## src/hdl/lupp_pkg.sv

```systemverilog
`timescale 1ns / 1ps

package lupp_pkg;

   localparam int ROW_W      = 4;
   localparam int COL_W      = 5;
   localparam int ADDR_W     = ROW_W + COL_W;
   localparam int RESULT_CAP = 16;

   localparam logic [COL_W-1:0] BCOL = 5'd16;
   localparam logic [COL_W-1:0] XCOL = 5'd17;

   localparam logic STATUS_SOLVED = 1'b0;
   localparam logic STATUS_FAILED = 1'b1;

   localparam logic REG_ORDER     = 1'b0;
   localparam logic REG_TOLERANCE = 1'b1;

   typedef logic signed [31:0] q16_type;

   function automatic q16_type sat_mag(input logic neg, input logic [63:0] mag);
      q16_type res;
      if (!neg) begin
         if (mag > 64'h0000_0000_7FFF_FFFF) res = 32'sh7FFF_FFFF;
         else res = q16_type'(mag[31:0]);
      end else begin
         if (mag > 64'h0000_0000_8000_0000) res = 32'sh8000_0000;
         else res = q16_type'(32'd0 - mag[31:0]);
      end
      return res;
   endfunction

endpackage

```

## src/hdl/lupp_qmul.sv

```systemverilog
`timescale 1ns / 1ps

module lupp_qmul (
   input  logic               clock,
   input  logic               mul_en,
   input  lupp_pkg::q16_type  mul_a,
   input  lupp_pkg::q16_type  mul_b,
   output lupp_pkg::q16_type  mul_q
);

   logic signed [63:0] prod_ff;
   logic [63:0]        mag;
   logic [63:0]        rnd;

   always_ff @(posedge clock) begin
      if (mul_en) begin
         prod_ff <= 64'(mul_a) * 64'(mul_b);
      end
   end

   always_comb begin
      mag = prod_ff[63] ? (64'd0 - 64'(prod_ff)) : 64'(prod_ff);
      rnd = (mag + 64'h8000) >> 16;
      mul_q = lupp_pkg::sat_mag(prod_ff[63], rnd);
   end

endmodule

```

## config.mk

```make
export PLATFORM = sky130hd
export DESIGN_NAME = lupp_qmul
export DESIGN_NICKNAME = d
export VERILOG_FILES = /design/src/hdl/lupp_pkg.sv /design/src/hdl/lupp_qmul.sv
export SDC_FILE = /design/constraint.sdc
export NUM_CORES = 2
export LEC_CHECK = 0
export BUFFER_PORTS_ARGS = -buffer_cell sky130_fd_sc_hd__clkbuf_2
export CAP_MARGIN = 40
export CELL_PAD_IN_SITES_DETAIL_PLACEMENT = 0
export CELL_PAD_IN_SITES_GLOBAL_PLACEMENT = 2
export CORE_MARGIN = 5
export CORE_UTILIZATION = 45
export DETAILED_ROUTE_END_ITERATION = 6
export HOLD_SLACK_MARGIN = 0.06
export MAX_ROUTING_LAYER = met4
export PLACE_DENSITY_LB_ADDON = 0.1
export SYNTH_ARGS = -nofsm -noshare
export SYNTH_HDL_FRONTEND = slang
export SYNTH_SLANG_ARGS = --single-unit
```

## constraint.sdc

```tcl
create_clock -name clock -period 18.5 [get_ports clock]
set_input_delay 3.7 -clock clock [delete_from_list [all_inputs] [get_ports clock]]
set_output_delay 3.7 -clock clock [all_outputs]
set_load 0.01 [all_outputs]
```

Word level (Yosys, flattened, before mapping)
Index checks and enable logic that the tools add are counted.

Multipliers: 1. $lt $le $gt $ge: 2. Add/subtract/negate cells: 3. Multiplexer cells: 4.

Operator list (number): 32-bit two-way mux (3); 64-bit by 16-bit adder with 64-bit output (second input constant) (1); 32-bit by 32-bit multiplier with 64-bit output (1); 64-bit two-way mux (1); 1-bit by 64-bit subtractor with 64-bit output (first input constant) (1); 48-bit by 31-bit greater-than comparator with 1-bit output (second input constant) (1); 48-bit by 32-bit greater-than comparator with 1-bit output (second input constant) (1); 1-bit by 32-bit subtractor with 32-bit output (first input constant) (1).

Input port bits: 66. Output and inout port bits: 32. Register bits: 64. Word-level logic and storage cells: 11.

Logic depth before layout (Yosys ltp)
Word-level depth: 6. Mapped depth: 32.

Worst setup path before layout
No wires, ideal clock.

Kind: input port to flip-flop. Start point: in mul_a[9]. End point: reg prod_ff[62] (data pin). Data arrival time: 11446 ps. Path buffers: 1. Setup slack: 6796 ps. Setup time: 258 ps. Cell stages on the path: 28. Data required time: 18242 ps. Cells stage by stage: clkbuf_1 > nand2_1 > fa_1 > inv_1 > fa_1 > fa_1 > inv_1 > fa_1 > inv_1 > fa_1 > inv_1 > fa_1 > inv_1 > fa_1 > fa_1 > ha_1 > nand2_1 > o21ai_0 > a2111oi_0 > a211oi_1 > a41oi_1 > o41ai_1 > a21oi_1 > o31ai_1 > a21oi_1 > o311ai_0 > a21oi_1 > xnor2_1.

Word-level cells in the longest chain between the ends: 1.

Ends and longest elaborated chain: start: declaration (RTL line lupp_qmul.sv:6) `input lupp_pkg::q16_type mul_a,`; 32-bit by 32-bit multiplier with 64-bit output (RTL line lupp_qmul.sv:17) `prod_ff <= 64'(mul_a) * 64'(mul_b);`; end signal: assignment (RTL line lupp_qmul.sv:17); end: declaration (RTL line lupp_qmul.sv:11) `logic signed [63:0] prod_ff;`.

No other way between the ends. A chain may end at the register's enable or synchronous reset.

Worst setup path in the final report
Start point: in mul_a[12]. End point: reg prod_ff[62] (data pin).

The elaborated chain is that of the path after synthesis.

==> run metrics <==
run status=finished, final reports clean; fill cell count=roughly 9.1k; path type of the worst min-delay path=input pin to register; dominant cell type by area after synthesis=sky130_fd_sc_hd__fa_1; Placement Rows=roughly 110; Mapped Nets=5,857; share of the clock period used by the worst path after layout=about 69%; clock tree from TritonCTS=built; Yosys top cell area share=between 50 and 60%; launching instance or port of the critical path=mul_a[12]; cell repeated most along the worst path=sky130_fd_sc_hd__fa_1; most area-consuming cells after synthesis=sky130_fd_sc_hd__fa_1, sky130_fd_sc_hd__inv_1, sky130_fd_sc_hd__and2_1; element type at the critical path start=input pin; Worst Path Required=~19 ns; area delta synth->final=4.62%; 1st-pass router iterations=7; final RePlAce weighted congestion=~0.84; yosys warns=0; Hold Violations, Final=0; height of the die=between 300 and 400 microns; Mapped Avg Cell Area=9.26 sq um; largest reg by FF count=prod_ff; number of sinks driven by the clock tree=64; number of instances in the synthesized netlist=4,522; Slowest cell on crit path=sky130_fd_sc_hd__fa_1; hold path start=mul_en; global-route wire length before repair=approximately 190,000 microns; DRC violations left=0; Detail Route Antenna Nets=0; total routed wirelength=119,000 microns; root cell of the clock tree=sky130_fd_sc_hd__clkbuf_16; fraction of final layout cells sized beyond drive strength 1=4.53%; Num CTS Buffers=9; IO Pins=between 90 and 100; transition time at the pin with the least slew margin=~0.95 ns; setup repair after global routing missed its margin=no; Max Root-Sink Buffers=2; final number of max-transition violations=0; #FFs+latches synth=64; worst-case headroom to the max-slew limit=36.6%; endpoints failing setup=0; flip-flop count of the largest register, all copies and words added=64; core outline area=roughly 93,000 sq um; H-tree levels=3; asr flop ratio synth=0%; largest net degree at the start of global routing=65; Post CTS Setup Buffer Count=0; clock slew at the register clock pins of the worst setup and hold paths=approximately 0.060 ns; kind of capture point of the worst setup path=register; hold bufs inserted after CTS=0; Tot GR Track Use=about a quarter; initial standard-cell utilization of the core=a little under half; via count of the first global-routing pass=about 34k; Total Neg Setup Slack=0 ns; total number of vias=about 30k; Remaining Overflow, GRT=0; utilization of the core after routing=approximately 47%; antenna violations before repair=1; count of flip-flops with a built-in enable after synthesis=between 60 and 70; buffers added on ports=between 90 and 100; cell area after synthesis=41,900 sq um; arrival time of the worst setup path=~13 ns; Primary FF master, synth=sky130_fd_sc_hd__edfxtp_1; full die area=around 99,000 sq um; Wirelength per Cell=around 21 microns; final standard cell area without fillers=43,800 sq um; via/cell ratio=5.20; biggest registers after layout=prod_ff: 64 flops; critical path class=input pin to register; 1st-iter DRT viols=1,398; minimum clock period=12.68 ns; highest attainable clock frequency=a little under 0.08 GHz; count of instances resized after the clock tree is built=0; count of distinct cell types in the synthesized netlist=75; max-capacitance violation count=0; Hold WS=4.07 ns; delay of the slowest cell on the worst path=0.54 ns; Max FO, Critical Path=32; number of nets at the end of the flow=5,767; post-detailed-placement half-perimeter wirelength=96,700 microns; DP Area=43,500 sq um; sequential share of the synthesized area=under 10%; die width=roughly 320 microns
==> critical path, delay by kind of cell <==
| family | cells | cell delay [ns] |
|---|---|---|
| xor gates and xnor gates | 1 | 0.13 |
| buffers and inverters | 6 | 0.94 |
| adders and majority gates | 9 | 4.31 |
| and+or+nand+nor | 2 | 0.49 |
| AOI/OAI and AO/OA | 10 | 3.14 |
==> through the flow <==
stage               std cells  setup slack [ns]
floorplan                4522              6.80
global placement         5662              5.51
detailed placement       5675              5.48
CTS                      5691              5.81
global route             5692              5.19
finish                   5693              5.82
==> kinds of logic (layout without fill, tap and decap cells) <==
family / Yosys count / count (layout) / synth area share [%]
fa+ha+maj: 1269 / 1269 / 57.3
xor+xnor: 177 / 177 / 3.70
flops: 64 / 64 / 4.59
buf+inv: 1263 / 1178 / 11.4
compound gates: 340 / 340 / 5.71
simple gates: 1402 / 1402 / 17.1
mux: 7 / 7 / 0.173
other cells: 0 / 2 / 0
==> worst paths after layout <==
check | to | cells past startpoint | slack [ns]
max | prod_ff[62] | 28 | 5.82
min | prod_ff[3] | 2 | 4.07
==> layout by cell type (no fill, tap or decap), types with 19 or more instances in the layout <==
master,synthesis,routed
sky130_fd_sc_hd__nand3_1,37,37
sky130_fd_sc_hd__a21o_1,31,31
sky130_fd_sc_hd__ha_1,187,187
sky130_fd_sc_hd__nor2_1,101,101
sky130_fd_sc_hd__nand4_1,35,35
sky130_fd_sc_hd__o21ai_0,56,56
sky130_fd_sc_hd__o31ai_1,19,19
sky130_fd_sc_hd__edfxtp_1,64,64
sky130_fd_sc_hd__xor2_1,63,63
sky130_fd_sc_hd__nand2_1,553,553
sky130_fd_sc_hd__nor3_1,34,34
sky130_fd_sc_hd__xnor2_1,114,114
sky130_fd_sc_hd__fa_1,1082,1082
sky130_fd_sc_hd__a21oi_1,77,77
sky130_fd_sc_hd__nand2b_1,20,20
sky130_fd_sc_hd__a31oi_1,20,20
sky130_fd_sc_hd__clkbuf_2,0,96
sky130_fd_sc_hd__a221oi_1,19,19
sky130_fd_sc_hd__inv_1,1010,1010
sky130_fd_sc_hd__buf_4,1,43
sky130_fd_sc_hd__and2_1,508,508
sky130_fd_sc_hd__nor4_1,23,22
==> metal layers <==
metal / vias up / wire [microns] / GRT usage, % / share of wire [%]
met2: 553 / 61800 / 45.9 / 52
li1: 13300 / - / - / -
met4: 0 / 5420 / 9.05 / 4.5
met3: 195 / 3280 / 1.72 / 2.7
met1: 15500 / 48900 / 31.7 / 41
met5: - / 0 / - / 0
==> cells in the mapped netlist (23+ instances only) <==
| master | n |
|---|---|
| sky130_fd_sc_hd__and2_1 | 508 |
| sky130_fd_sc_hd__fa_1 | 1082 |
| sky130_fd_sc_hd__nor3_1 | 34 |
| sky130_fd_sc_hd__o21ai_0 | 56 |
| sky130_fd_sc_hd__nor2_1 | 101 |
| sky130_fd_sc_hd__edfxtp_1 | 64 |
| sky130_fd_sc_hd__a21o_1 | 31 |
| sky130_fd_sc_hd__inv_1 | 1010 |
| sky130_fd_sc_hd__nand3_1 | 37 |
| sky130_fd_sc_hd__ha_1 | 187 |
| sky130_fd_sc_hd__nand4_1 | 35 |
| sky130_fd_sc_hd__a21oi_1 | 77 |
| sky130_fd_sc_hd__xor2_1 | 63 |
| sky130_fd_sc_hd__xnor2_1 | 114 |
| sky130_fd_sc_hd__clkbuf_1 | 231 |
| sky130_fd_sc_hd__nor4_1 | 23 |
| sky130_fd_sc_hd__nand2_1 | 553 |
==> final cells by class <==
class | instances | area, sq um | share of cell area [%]
Multi-Input combinational cell | 3195 | 35200 | 80.3
Inverter | 1010 | 3790 | 8.65
Sequential cell | 64 | 1920 | 4.39
Tap cell | 1254 | 1570 | 3.58
Timing Repair Buffer | 152 | 1050 | 2.41
Clock buffer | 10 | 229 | 0.523
Clock inverter | 6 | 60.1 | 0.137
Antenna cell | 2 | 5.00 | 0.0114
Power is not shown: default switching activity piles up to over one toggle a cycle in this logic, so the estimate is an artifact.
