## src/hdl/lupp_pkg.sv

```systemverilog
`timescale 1ns / 1ps

package lupp_pkg;

   localparam int ROW_W      = 4;
   localparam int COL_W      = 5;
   localparam int ADDR_W     = ROW_W + COL_W;
   localparam int RESULT_CAP = 16;

   localparam logic [COL_W-1:0] BCOL = 5'd16;
   localparam logic [COL_W-1:0] XCOL = 5'd17;

   localparam logic STATUS_SOLVED = 1'b0;
   localparam logic STATUS_FAILED = 1'b1;

   localparam logic REG_ORDER     = 1'b0;
   localparam logic REG_TOLERANCE = 1'b1;

   typedef logic signed [31:0] q16_type;

   function automatic q16_type sat_mag(input logic neg, input logic [63:0] mag);
      q16_type res;
      if (!neg) begin
         if (mag > 64'h0000_0000_7FFF_FFFF) res = 32'sh7FFF_FFFF;
         else res = q16_type'(mag[31:0]);
      end else begin
         if (mag > 64'h0000_0000_8000_0000) res = 32'sh8000_0000;
         else res = q16_type'(32'd0 - mag[31:0]);
      end
      return res;
   endfunction

endpackage

```

## src/hdl/lupp_qdiv.sv

```systemverilog
`timescale 1ns / 1ps

module lupp_qdiv (
   input  logic               clock,
   input  logic               reset,
   input  logic               div_start,
   input  lupp_pkg::q16_type  div_num,
   input  lupp_pkg::q16_type  div_den,
   output logic               div_done,
   output lupp_pkg::q16_type  div_quot
);

   logic        busy_ff, busy_in;
   logic        done_ff, done_in;
   logic [5:0]  cnt_ff, cnt_in;
   logic [32:0] rem_ff, rem_in;
   logic [47:0] quo_ff, quo_in;
   logic [31:0] dm_ff, dm_in;
   logic        neg_ff, neg_in;
   logic [31:0] nm;
   logic [31:0] dm;
   logic [32:0] remsh;

   always_comb begin
      busy_in = busy_ff;
      done_in = 1'b0;
      cnt_in  = cnt_ff;
      rem_in  = rem_ff;
      quo_in  = quo_ff;
      dm_in   = dm_ff;
      neg_in  = neg_ff;
      nm      = div_num[31] ? (32'd0 - 32'(div_num)) : 32'(div_num);
      dm      = div_den[31] ? (32'd0 - 32'(div_den)) : 32'(div_den);
      remsh   = {rem_ff[31:0], quo_ff[47]};
      if (div_start) begin
         busy_in = 1'b1;
         cnt_in  = 6'd48;
         rem_in  = 33'd0;
         quo_in  = {nm, 16'd0} + 48'(dm >> 1);
         dm_in   = dm;
         neg_in  = div_num[31] ^ div_den[31];
      end else if (busy_ff) begin
         if (remsh >= {1'b0, dm_ff}) begin
            rem_in = remsh - {1'b0, dm_ff};
            quo_in = {quo_ff[46:0], 1'b1};
         end else begin
            rem_in = remsh;
            quo_in = {quo_ff[46:0], 1'b0};
         end
         cnt_in = cnt_ff - 6'd1;
         if (cnt_ff == 6'd1) begin
            busy_in = 1'b0;
            done_in = 1'b1;
         end
      end
   end

   always_ff @(posedge clock) begin
      if (reset) begin
         busy_ff <= 1'b0;
         done_ff <= 1'b0;
      end else begin
         busy_ff <= busy_in;
         done_ff <= done_in;
      end
      cnt_ff <= cnt_in;
      rem_ff <= rem_in;
      quo_ff <= quo_in;
      dm_ff  <= dm_in;
      neg_ff <= neg_in;
   end

   assign div_done = done_ff;
   assign div_quot = (dm_ff == 32'd0) ? 32'sd0 : lupp_pkg::sat_mag(neg_ff, {16'd0, quo_ff});

endmodule

```

## config.mk

```make
export PLATFORM = sky130hd
export DESIGN_NAME = lupp_qdiv
export DESIGN_NICKNAME = d
export VERILOG_FILES = /design/src/hdl/lupp_pkg.sv /design/src/hdl/lupp_qdiv.sv
export SDC_FILE = /design/constraint.sdc
export NUM_CORES = 1
export LEC_CHECK = 0
export BUFFER_PORTS_ARGS = -buffer_cell sky130_fd_sc_hd__buf_4
export CAP_MARGIN = 20
export CORE_MARGIN = 3
export CORE_UTILIZATION = 40
export DETAILED_ROUTE_END_ITERATION = 8
export PLACE_DENSITY_LB_ADDON = 0.25
export SLEW_MARGIN = 20
export SYNTH_ARGS = -nofsm -noshare
export SYNTH_HDL_FRONTEND = slang
export SYNTH_SLANG_ARGS = --single-unit
```

## constraint.sdc

```tcl
create_clock -name clock -period 4.2 [get_ports clock]
set_input_delay 0.21 -clock clock [delete_from_list [all_inputs] [get_ports clock]]
set_output_delay 0.21 -clock clock [all_outputs]
set_load 0.005 [all_outputs]
```

== Word-level counts from Yosys, hierarchy flattened ==
Cells that the tools add are included.
Operators by class
  add/sub/neg operators: 6
  order comparisons: 3
  eq/ne operators: 1
  multiplexer cells: 14
  bitwise gates (word level): 2
  reduce and logical (&&, ||, !) cells: 3
Operator list (number)
  $mux W32: 7
  $mux W48: 2
  $sub A1 B32 Y32 const A: 3
  $add A48 B31 Y48: 1
  $gt A48 B31 Y1 const B: 1
  $gt A48 B32 Y1 const B: 1
  $ge A33 B32 Y1: 1
  $logic_not A32 Y1: 1
  $sub A32 B32 Y32: 1
  $eq A6 B1 Y1 const B: 1
  $sub A6 B1 Y6 const B: 1
  $mux W1: 5
  $reduce_or A3 Y1: 1
  $reduce_bool A2 Y1: 1
  $not A1 Y1: 1
  $xor A1 B1 Y1: 1
Storage, ports and cells
  flip-flop bits (word level): 121
  input bits: 67
  output and inout bits: 33
  word-level logic and storage cells: 36

== Longest topological paths before layout ==
  depth after elaboration: 4
  depth in mapped cells: 18
  mapped depth without buffers: 18

== Worst setup path after synthesis ==
OpenSTA, ideal clock, no wires.
  path kind: input-to-reg
  start point: input div_den[6]
  end point: register quo_ff[41], data pin
  arrival time: 4.108 ns
  data required time: 3.940 ns
  path slack: -0.168 ns
  cell stages on the path: 16
  buffers on the path: 1
  cell sequence: or4_4 or4_1 buf_2 nor3_1 nand2_1 o21ai_0 xnor2_1 ha_1 or2_2 a21oi_1 o21ai_0 a311oi_2 o21ai_4 and3b_1 xnor2_1 mux2_2
Between the ends
  cells in the longest elaborated chain, start to end: 4
Ends and longest elaborated chain
  start: declaration: line lupp_qdiv.sv:8  | input lupp_pkg::q16_type div_den,
  $sub A1 B32 Y32: line lupp_qdiv.sv:33  | dm = div_den[31] ? (32'd0 - 32'(div_den)) : 32'(div_den);
  $mux W32: line lupp_qdiv.sv:33
  via dm[23]: line lupp_qdiv.sv:21  | logic [31:0] dm;
  $add A48 B31 Y48: line lupp_qdiv.sv:39  | quo_in = {nm, 16'd0} + 48'(dm >> 1);
  $mux W48: line lupp_qdiv.sv:35  | if (div_start) begin
  via quo_in[41]: line lupp_qdiv.sv:17  | logic [47:0] quo_ff, quo_in;
  end signal: assignment: line lupp_qdiv.sv:68  | quo_ff <= quo_in;
  end: declaration: line lupp_qdiv.sv:17
The timed path passes the listed nets, and every way through them passes these cells.
A chain may end at the register's enable or synchronous reset.

== Worst setup path after layout ==
  start point: input div_den[15]
  end point: register quo_ff[41], data pin
Same word-level chain as after synthesis.

==> results by group <==
Setup path
  • Worst setup path class: in2reg
  • CP endpoint kind: flop
  • Reg-to-reg startpoint: quo_ff[47]
  • CP Launch Type: input pin
  • Crit path max fanout: 6
  • CP startpoint: div_den[15]
  • WP data arrival: 4.19 ns
  • Worst R2R Setup Slack: between 0.8 and 0.9 ns
  • Worst reg2reg path endpoint: rem_ff[30]
  • Data required, critical path: ~4.4 ns
  • Reg2reg path depth: 13

Cells and area
  • Fin area: about 12000 µm²
  • Share of layout cells above drive strength 1: between 20% and 30%
  • Finished Layout Cells: roughly 1700
  • Area Growth Syn to Fin: 22.9%
  • Diodes inserted: 0
  • Finished Core Util: about half
  • # fillers: about 2400
  • Post-layout nets: between 1000 and 1500

Yosys
  • Synth async-reset ratio: 0%
  • Yosys Warn Count: 0
  • Synth Instances: roughly 1200
  • Mapped Area: about 10000 µm²
  • EDFF count, synth: 81
  • Synth top cells by count: 135 x nor2_1, 126 x nand2_1, 81 x edfxtp_1
  • #FFs+latches synth: about 120
  • Dominant cell type by area after synthesis: edfxtp_1
  • Netlist cell types: 70
  • Main flop type after synthesis: edfxtp_1
  • Synthesized area per cell: roughly 8.3 µm²
  • Area contributors post-synth: edfxtp_1 24%, dfxtp_1 7.9%, ha_1 6.2%
  • Synth top area share: approximately a quarter
  • Post-synthesis sequential area ratio: between 30% and 40%
  • Post-Syn Nets: around 1300
  • Count leader, synth: nor2_1

Hold path
  • Min-Delay Path Class: in2reg
  • Hold Path Origin: div_den[0]
  • Worst Hold Path EP: dm_ff[0]
  • Hold depth: 2

GRT
  • Initial antenna violation count: 0
  • Vias in the first global route: 9323
  • Overflow after GRT: 0
  • First-pass GRT wire length: between 40 and 50 mm
  • Total GRT Usage: 22.3%
  • Pin count of the biggest net entering global routing: 60

STA
  • Final min period: roughly 4 ns
  • Final Skew: ~0.012 ns
  • Setup violators final: 0
  • F_max: about 250 MHz
  • Final hold violation count: 0
  • RSZ-0062 raised after global routing: true
  • Slew HR: slightly above 50%
  • Count of final max-slew check failures: 0
  • Final Cycle Share: 95.5%
  • Slew @ Worst Pin: around 0.74 ns

Clock tree
  • Sink Count: roughly 120
  • H-tree depth: 4
  • Num CTS Buffers: 17
  • Clk Latency, worst-skew pair: approximately 0.42 ns
  • Clock Root Buffer: clkbuf_16
  • TritonCTS clock tree: yes
  • Clock slew at reported path FFs: 0.06 ns
  • Max Root-Sink Buffers: 2

Detailed routing
  • Final ANT Viol Nets: 0
  • Vias post-DR: roughly 10000
  • Via density: 5.72
  • WL/cell: about 17 µm
  • First DRT Iteration DRCs: 627
  • Remaining DRCs: 0
  • Final WL: 29.9 mm
  • TritonRoute pass-1 iters: 5

Placement
  • Detailed placer's ending HPWL: 22.9 mm
  • Routability-driven placement congestion ratio: between 0.9 and 1
  • Placed cells: between 1500 and 2000
  • Placed instance area: between 10000 and 15000 µm²
  • Number of I/O port buffers: 99

Floorplan
  • Area of the die: around 27000 µm²
  • # IOs: 100
  • Die W: around 170 µm
  • Rows: 57
  • Initial Utilization: roughly two fifths
  • Die height: around 170 µm
  • Core ar.: approximately 25000 µm²

Power and ir drop
  • Worst vdd ir: between 0.3 and 0.4 mV
  • Static leakage: 5.07 nW
  • Pwr Density: ~360 nW/µm²

Flow run
  • Maxcap violations: 0

Outcome
  • Status: completed
## state kept, by name, summed over array words and instances (netlist names)
register / cells
dm_ff: 32
div_done: 1
rem_ff: 32
cnt_ff: 6
neg_ff: 1
quo_ff: 48
busy_ff: 1
## worst max-delay path by stage
stage	endpoint	depth (start not counted)	slack [ns]
floorplan	quo_ff[41]	17	0.01
global placement	quo_ff[43]	18	-0.25
detailed placement	quo_ff[43]	19	-0.30
CTS	quo_ff[43]	19	0.11
global route	quo_ff[34]	20	-0.004
finish	quo_ff[41]	17	0.19
## layout make-up
class / count / area, µm² / area share (%)
Timing Repair Buffer: 192 / 1460 / 11.8
Tap cell: 324 / 405 / 3.26
Clock buffer: 20 / 437 / 3.51
Multi-Input combinational cell: 975 / 6510 / 52.3
Inverter: 71 / 267 / 2.14
Clock inverter: 11 / 130 / 1.05
Sequential cell: 121 / 3230 / 26.0
## what timing repair did
| action | 4_1_cts | 5_1_grt |
|---|---|---|
| gates resized for setup | 1 | 11 |
| hold buffers | 1 | 0 |
| hold endpoints to repair | 2 | 0 |
| setup buffers | 0 | 0 |
| pin swaps | 0 | 2 |
| endpoints found under the setup margin | 3 | 46 |
## through the flow
| stage | power [W] | setup TNS, ns | hold WS [ns] | setup slack (ns) |
|---|---|---|---|---|
| global route | 0.00479 | -0.00677 | 0.0731 | -0.00419 |
| global placement | 0.00307 | -2.31 | 0.392 | -0.246 |
| CTS | 0.00454 | 0 | 0.0723 | 0.108 |
| detailed placement | 0.00309 | -3.05 | 0.394 | -0.300 |
| finish | 0.00452 | 0 | 0.0805 | 0.188 |
| floorplan | 0.00253 | 0 | 0.282 | 0.0103 |
## logic make-up (layout without fill, tap and decap cells)
group                    count (synthesis)  in the layout  synth area share, %
AO/OA/AOI/OAI                          322            322                 21.8
AND/OR/NAND/NOR                        463            463                 22.3
multiplexers                            28             28                 3.03
flip-flops                             121            121                 31.9
adder cells (fa/ha/maj)                 52             52                 6.57
XOR/XNOR                               110            110                 9.51
buffers and inverters                  130            294                 4.84
## layout by cell type, fill, tap and decap left out, types with 7 or more instances in the layout
cell / n
and3_1: 11
clkbuf_16: 17
nand3_1: 21
o41ai_1: 7
a31oi_1: 20
a21o_1: 30
or3_1: 18
nor3_1: 34
nor2_1: 134
nand2_1: 125
nor4_1: 27
edfxtp_1: 81
ha_1: 50
inv_1: 70
xnor2_1: 69
o31ai_1: 15
nand4_1: 17
a211oi_1: 10
nand2b_1: 10
a21oi_1: 59
mux2_2: 21
mux2i_1: 7
xor2_1: 41
or2_2: 9
o22ai_1: 8
or4_1: 9
o21ai_0: 64
nor2b_1: 12
o21a_1: 7
a311oi_1: 37
buf_4: 190
dfxtp_1: 39
## critical path: stages
cell      delay, ns
buf_4          0.11
or4_1          0.60
or4_4          0.59
nor3_4         0.17
nand2_2        0.11
o21ai_2        0.16
xnor2_1        0.17
ha_1           0.29
or2_2          0.29
a21oi_2        0.20
o311ai_2       0.16
a311oi_2       0.26
buf_4          0.18
o21ai_4        0.09
and3b_1        0.21
xnor2_1        0.12
mux2_2         0.26
## metal layers
layer	share of wire, %	vias up	GRT usage [%]
met5	0	-	0
met4	2.0	0	6.52
met3	6.2	40	4.64
met2	46	293	36.0
met1	46	4639	30.2
li1	-	4833	-
## where the power goes
part           internal (W)  switching, W
logic              0.000680      0.000780
registers           0.00146      0.000172
clock network      0.000918      0.000515
total               0.00306       0.00147
Note: power is estimated with default switching activity, not from simulation.
